File: config.mk
export PLATFORM = sky130hd
export DESIGN_NAME = tocc_ctrl
export DESIGN_NICKNAME = d
export VERILOG_FILES = /design/src/design/tocc_pkg.sv /design/src/design/tocc_ctrl.sv
export SDC_FILE = /design/constraint.sdc
export NUM_CORES = 1
export LEC_CHECK = 0
export BUFFER_PORTS_ARGS = -buffer_cell sky130_fd_sc_hd__buf_2
export CAP_MARGIN = 5
export CORE_MARGIN = 2
export CORE_UTILIZATION = 45
export DETAILED_ROUTE_END_ITERATION = 6
export PLACE_DENSITY = 0.69
export REMOVE_ABC_BUFFERS = 1
export SLEW_MARGIN = 40
export SYNTH_ARGS = -nofsm -noshare
export SYNTH_HDL_FRONTEND = slang
export SYNTH_SLANG_ARGS = --single-unit
File: constraint.sdc
create_clock -name clk -period 2.5 [get_ports clk]
set_input_delay 0.25 -clock clk [delete_from_list [all_inputs] [get_ports clk]]
set_output_delay 0.25 -clock clk [all_outputs]
set_load 0.05 [all_outputs]
File: src/design/tocc_pkg.sv
package tocc_pkg;

  // Defaults for the top-level parameters
  localparam int DEF_MAX_OBSTACLES = 16;
  localparam int DEF_COORD_WIDTH   = 16;

  // Fixed result field widths
  localparam int HIT_W   = 4;
  localparam int COUNT_W = 5;

  // Operation codes of the input word
  localparam logic OP_ADD   = 1'b0;
  localparam logic OP_QUERY = 1'b1;

  // Operand source of the edge evaluators
  typedef enum logic [1:0] {
    SRC_ROW    = 2'd0,  // stored edge row against the query point
    SRC_EDGE_C = 2'd1,  // cross products that form an edge's c term
    SRC_EDGE_O = 2'd2   // new edge against its opposite vertex
  } src_t;

  typedef struct packed {
    logic load;
    logic rd_en;
    logic wr_en;
    logic cap_c;
    logic flush;
    src_t src;
  } cmd_t;

  typedef struct packed {
    logic chk_valid;
    logic chk_hit;
  } sts_t;

endpackage

File: src/design/tocc_ctrl.sv
module tocc_ctrl import tocc_pkg::*; #(
  parameter int MAX_OBSTACLES = DEF_MAX_OBSTACLES
) (
  input  logic                             clk,
  input  logic                             rst_n,
  input  logic                             in_valid,
  output logic                             in_stall,
  input  logic                             in_op,
  output logic                             out_valid,
  input  logic                             out_stall,
  output logic                             out_is_free,
  output logic [HIT_W-1:0]                 out_hit_index,
  output logic                             out_add_rejected,
  output logic [COUNT_W-1:0]               out_stored_count,
  output cmd_t                             cmd,
  output logic [$clog2(MAX_OBSTACLES)-1:0] addr,
  input  sts_t                             sts,
  input  logic [$clog2(MAX_OBSTACLES)-1:0] chk_idx
);

  localparam int IDXW = $clog2(MAX_OBSTACLES);
  localparam int CNTW = $clog2(MAX_OBSTACLES + 1);

  typedef enum logic [7:0] {
    ST_IDLE   = 8'b0000_0001,
    ST_ADD_C  = 8'b0000_0010,
    ST_ADD_C1 = 8'b0000_0100,
    ST_ADD_O  = 8'b0000_1000,
    ST_ADD_O1 = 8'b0001_0000,
    ST_ADD_W  = 8'b0010_0000,
    ST_QRY    = 8'b0100_0000,
    ST_OUT    = 8'b1000_0000
  } state_t;

  state_t          state_r, state_nxt;
  logic [CNTW-1:0] cnt_r, cnt_nxt;
  logic [CNTW-1:0] iss_r, iss_nxt;
  logic            free_r, free_nxt;
  logic            rej_r, rej_nxt;
  logic [IDXW-1:0] hit_r, hit_nxt;

  always_comb begin
    state_nxt = state_r;
    cnt_nxt   = cnt_r;
    iss_nxt   = iss_r;
    free_nxt  = free_r;
    rej_nxt   = rej_r;
    hit_nxt   = hit_r;
    cmd       = '0;
    addr      = cnt_r[IDXW-1:0];

    unique case (state_r)
      ST_IDLE: begin
        if (in_valid) begin
          cmd.load = 1'b1;
          hit_nxt  = '0;
          iss_nxt  = '0;
          if (in_op == OP_QUERY) begin
            free_nxt  = 1'b1;
            rej_nxt   = 1'b0;
            state_nxt = (cnt_r == '0) ? ST_OUT : ST_QRY;
          end else begin
            free_nxt = 1'b0;
            if (cnt_r >= CNTW'(MAX_OBSTACLES)) begin
              rej_nxt   = 1'b1;
              state_nxt = ST_OUT;
            end else begin
              rej_nxt   = 1'b0;
              state_nxt = ST_ADD_C;
            end
          end
        end
      end
      ST_ADD_C: begin
        cmd.src   = SRC_EDGE_C;
        state_nxt = ST_ADD_C1;
      end
      ST_ADD_C1: begin
        state_nxt = ST_ADD_O;
      end
      ST_ADD_O: begin
        cmd.src   = SRC_EDGE_O;
        cmd.cap_c = 1'b1;
        state_nxt = ST_ADD_O1;
      end
      ST_ADD_O1: begin
        state_nxt = ST_ADD_W;
      end
      ST_ADD_W: begin
        cmd.wr_en = 1'b1;
        cnt_nxt   = cnt_r + CNTW'(1);
        state_nxt = ST_OUT;
      end
      ST_QRY: begin
        if (iss_r < cnt_r) begin
          cmd.rd_en = 1'b1;
          addr      = iss_r[IDXW-1:0];
          iss_nxt   = iss_r + CNTW'(1);
        end
        // First hit wins; drop whatever is still in flight
        if (sts.chk_valid) begin
          if (sts.chk_hit) begin
            free_nxt  = 1'b0;
            hit_nxt   = chk_idx;
            cmd.flush = 1'b1;
            state_nxt = ST_OUT;
          end else if (chk_idx == IDXW'(cnt_r - CNTW'(1))) begin
            cmd.flush = 1'b1;
            state_nxt = ST_OUT;
          end
        end
      end
      ST_OUT: begin
        if (!out_stall) begin
          state_nxt = ST_IDLE;
        end
      end
      default: begin
        state_nxt = ST_IDLE;
      end
    endcase
  end

  always_ff @(posedge clk) begin
    if (!rst_n) begin
      state_r <= ST_IDLE;
      cnt_r   <= '0;
      iss_r   <= '0;
    end else begin
      state_r <= state_nxt;
      cnt_r   <= cnt_nxt;
      iss_r   <= iss_nxt;
    end
  end

  always_ff @(posedge clk) begin
    free_r <= free_nxt;
    rej_r  <= rej_nxt;
    hit_r  <= hit_nxt;
  end

  assign in_stall         = (state_r != ST_IDLE);
  assign out_valid        = (state_r == ST_OUT);
  assign out_is_free      = free_r;
  assign out_add_rejected = rej_r;
  assign out_hit_index    = HIT_W'(hit_r);
  assign out_stored_count = COUNT_W'(cnt_r);

endmodule

; Word-level counts from Yosys, hierarchy flattened
; Cells that the tools add are included.
[totals]
out_inout_bits = 24
input_bits = 11
reg_bits = 24
elab_cells = 68
[op_classes]
magnitude_cmp = 2
n_mux = 35
reduce_logical = 6
eq_ne = 16
n_addsub = 3
[ops]
columns = operator, count
row1 = 2-to-1 mux 8 bit, 8
row2 = one-hot mux 8 bit (8 select lines), 1
row3 = 2-to-1 mux 4 bit, 5
row4 = 2-to-1 mux 1 bit, 15
row5 = adder 5 x 1 -> 5 bit (second input constant), 2
row6 = 2-to-1 mux 5 bit, 2
row7 = != test 2 bit (second input constant), 5
row8 = one-hot mux 5 bit (2 select lines), 1
row9 = equality test 8 x 1 -> 1 bit (second input constant), 1
row10 = equality test 8 x 2 -> 1 bit (second input constant), 1
row11 = equality test 8 x 3 -> 1 bit (second input constant), 1
row12 = equality test 8 x 4 -> 1 bit (second input constant), 1
row13 = equality test 8 x 5 -> 1 bit (second input constant), 1
row14 = equality test 8 x 6 -> 1 bit (second input constant), 1
row15 = equality test 8 x 7 -> 1 bit (second input constant), 1
row16 = equality test 8 bit (second input constant), 1
row17 = != test 8 x 1 -> 1 bit (second input constant), 1
row18 = one-hot mux 4 bit (2 select lines), 1
row19 = AND reduction 4 bit, 2
row20 = >= comparator 5 bit (second input constant), 1
row21 = zero test 5 bit, 1
row22 = < comparator 5 bit, 1
row23 = equality test 4 bit, 1
row24 = one-hot mux 2 bit (2 select lines), 1
row25 = other kinds (6), 6

; Logic depth before layout (Yosys ltp)
[logic_depth]
word_depth = 6
mapped_depth = 7
mapped_depth_nobuf = 6

; Least setup slack after synthesis
; Ideal clock, no wire load.
[synth_timing]
path_kind = reg2out
from = register cnt_r[1] (netlist: out_stored_count[1])
to = output port addr[0]
slack_ps = -692
path_stages_with_launch = 6
arrival_ps = 2942
path_buffers = 0
required_time_ps = 2250
cell_sequence = dfxtp_1 -> inv_1 -> ha_1 -> a2111o_1 -> a311oi_4 -> mux2_2
[synth_via]
elab_chain_len = 3
[synth_lines]
columns = item, line_no
row1 = start: declaration, tocc_ctrl.sv:36  ; logic [CNTW-1:0] cnt_r, cnt_nxt;
row2 = start signal: assignment, tocc_ctrl.sv:131  ; cnt_r <= cnt_nxt;
row3 = < comparator 5 bit, tocc_ctrl.sv:95  ; if (iss_r < cnt_r) begin
row4 = 2-to-1 mux 4 bit, tocc_ctrl.sv:95
row5 = 2-to-1 mux 4 bit, tocc_ctrl.sv:52  ; unique case (state_r)
row6 = end: declaration, tocc_ctrl.sv:16  ; output logic [$clog2(MAX_OBSTACLES)-1:0] addr,
; No other way between the ends.

; Final worst setup path
[layout_timing]
from = register iss_r[1]
to = output port addr[0]
[layout_via]
elab_chain_len = 3
[layout_lines]
columns = item, line_no
row1 = start: declaration, tocc_ctrl.sv:37  ; logic [CNTW-1:0] iss_r, iss_nxt;
row2 = start signal: assignment, tocc_ctrl.sv:132  ; iss_r <= iss_nxt;
row3 = < comparator 5 bit, tocc_ctrl.sv:95
row4 = 2-to-1 mux 4 bit, tocc_ctrl.sv:95
row5 = 2-to-1 mux 4 bit, tocc_ctrl.sv:52
; No other way between the ends.

==> summary.txt <==
Finish
  – Most frequent cells in the layout: buf_2, buf_4, dfxtp_1, nor2_1, nand2_1
  – Layout cells sized above 1: 0.363
  – Cell Count, Final, Fillers Out: 248
  – # diodes: 0
  – Final Core Density: 0.621
  – Layout Nets: between 200 and 250
  – Area delta synth->final: 30.5%
  – Fill count: 278
  – Most common cell after layout, fill and taps aside: buf_2
  – Area of the multi-input gates: 891 µm²
  – FF/Latch Area: 548 µm²

Worst setup path
  – R2R Path Start: iss_r[1]$_SDFFE_PN0P_
  – CP Class: flip-flop to primary output
  – CP max FO: 3
  – CP Launch Type: flip-flop
  – Critical Path Start: iss_r[1]$_SDFFE_PN0P_
  – WP data required: 2.25 ns
  – Crit path DAT: 2.34 ns
  – Critical Path Sink Type: primary output

Routing
  – DR WL/cell: 14.9 µm
  – Via density per instance: 5.39
  – Residual DRC count: 0
  – Final wirelength: 3.69 mm
  – Antenna Nets Post-Route: 0
  – Drt pass-1 iters: 4
  – Routed via count: 1,336
  – Drt first-iter violations: 31

Clocking
  – Htree depth: 1
  – CTS tree: yes
  – Clk buf depth: 2
  – CTS sink cnt: 24
  – CTS root buffer: clkbuf_4
  – Clock latency on the worst-skew pair: 0.32 ns
  – CTS hold repair buffers: 0
  – CTS buffer count: 3
  – Clk slew on worst S/H paths: around 0.14 ns

Timing
  – Setup_tns: -0.342 ns
  – Count of pins over their slew limit: 0
  – Setup WS post-layout: -0.0931 ns
  – Final min period: 2.59 ns
  – Tightest Pin Transition: about 0.73 ns
  – Slew HR: 0.512
  – Final Hold Vio Count: 0
  – Final setup vio count: 4
  – RSZ-0062 raised after global routing: yes
  – Setup Skew: approximately 0.0039 ns
  – Hold Slack: 0.221 ns
  – Fmax: between 300 and 400 MHz
  – Period utilization: 1.04

Power and ir drop
  – IR drop worst, VDD: 0.000314 V
  – Power Density: 498 nW/µm²
  – Leak: 0.841 nW

Placement
  – Detailed Place HPWL: around 2.6 mm
  – Gpl congestion: 0.897
  – Post-place setup slack: roughly 0.072 ns
  – Placed Cells: approximately 230
  – # port buffers: 34

Floorplanning
  – Die Area: 3730 µm²
  – Die W: 61.1 µm
  – Die Ht: ~61 µm
  – Starting Density: 0.476
  – CORE AREA: 3080 µm²
  – Ports: 35
  – FP Rows: 20

Synthesis
  – Synth Warn #: 0
  – Post-synthesis sequential area ratio: 0.369
  – Synth area leaders: dfxtp_1, edfxtp_1, ha_1
  – Yosys top cell area share: 0.246
  – Syn avg cell area: 9.64 µm²
  – Syn Inst Count: 152
  – Synth Cell Area: 1470 µm²
  – Dominant cell type by area after synthesis: dfxtp_1
  – #FFs+latches synth: 24
  – Unique cell type count in the Yosys netlist: 44

GRT
  – Vias in the first global route: around 1.2k
  – Total grt overflow: 0
  – GRT Util Overall: 0.210
  – Initial antenna violation count: 0
  – First-pass GRT wire length: 5.69 mm
  – Largest net degree at the start of global routing: 14

Run
  – Max-Cap Viols: 0

Worst hold path
  – Worst min path class: input port to flip-flop
  – Min-delay src: chk_idx[3]

Outcome
  – Failing checks: negative setup slack
  – Outcome: finished, violations left
[cell usage after synthesis]
library cell,number
o21bai_1,1
o21ba_2,1
a2111o_1,1
a311oi_4,1
clkbuf_1,2
and3_1,6
edfxtp_1,6
nor3b_1,1
a31oi_1,2
dfxtp_1,18
buf_4,2
nor4_1,1
and3b_1,1
nand4_1,5
mux2_2,4
xor2_1,5
nand2b_1,6
o211ai_1,2
nor2_1,12
nand4b_1,4
o21ai_0,2
o41ai_1,1
nand2_1,11
a32oi_1,1
nand3_1,2
or3b_2,1
buf_6,1
nand3_2,1
inv_1,8
xnor2_1,5
nor4b_1,1
nor2b_1,3
nor3_1,2
ha_1,8
nor4_2,1
o211a_1,1
a31o_2,1
nand3b_1,1
a311oi_1,3
and2_1,5
a211oi_1,1
mux2i_1,8
or3_1,2
a21oi_1,1
[routing by layer]
| layer | track usage | up-vias | routed length, µm |
|---|---|---|---|
| met5 | 0 | - | 0 |
| met4 | 0.0963 | 0 | 47 |
| met3 | 0.0252 | 6 | 159 |
| met2 | 0.325 | 37 | 1760 |
| met1 | 0.292 | 636 | 1710 |
| li1 | - | 657 | - |
[timing repair]
action	CTS	global route
setup endpoints to repair	5	6
cloned	0	0
pin swaps	3	1
buffers inserted	7	4
resized for setup	20	5
[through the flow]
stage               total power [W]  instance area, µm²
floorplan                  0.000669                1430
global placement           0.000745                1720
detailed placement         0.000750                1720
CTS                        0.000960                1870
global route               0.000995                1910
finish                     0.000953                1910
[logic make-up after synthesis]
kind of cell	Yosys count	share of synthesized area
adder cells (fa/ha/maj)	8	0.0683
AND/OR/NAND/NOR	66	0.260
buffers and inverters	13	0.0436
flip-flops	24	0.369
XOR/XNOR	10	0.0598
AO/OA/AOI/OAI	19	0.114
multiplexers	12	0.0854
[layout make-up]
class                           instances  area share
Sequential cell                        24       0.287
Multi-Input combinational cell        115       0.466
Clock buffer                            4      0.0190
Tap cell                               44      0.0288
Timing Repair Buffer                   53       0.184
Inverter                                8      0.0157
[critical path: stages, from the launching register on]
cell and delay (ns):
dfxtp_4 0.38, ha_4 0.22, a2111o_1 0.46, a311oi_4 0.30, buf_4 0.19, mux2_4 0.31, buf_8 0.15
[path summary, 6_finish.rpt]
kind	end	slack, ns	depth (start not counted)
setup reg to reg	iss_r[2]$_SDFFE_PN0P_	0.37	7
hold reg to reg	iss_r[4]$_SDFFE_PN0P_	0.50	2
setup / recovery	addr[0]	-0.09	6
hold / removal	out_hit_index[3]$_SDFFCE_PN0P_	0.22	2
[state kept, by name, indices dropped and copies added, names as in the netlist]
| name | cells |
|---|---|
| out_hit_index | 4 |
| state_r | 8 |
| out_is_free | 1 |
| out_add_rejected | 1 |
| out_stored_count | 5 |
| iss_r | 5 |
[power breakdown]
part | internal (W) | total (W) | switching (W)
Sequential | 0.000426 | 0.000442 | 0.0000159
Clock | 0.0000891 | 0.000213 | 0.000124
Combinational | 0.0000905 | 0.000298 | 0.000208
Total | 0.000606 | 0.000953 | 0.000347
Note: power is estimated with default switching activity, not from simulation.
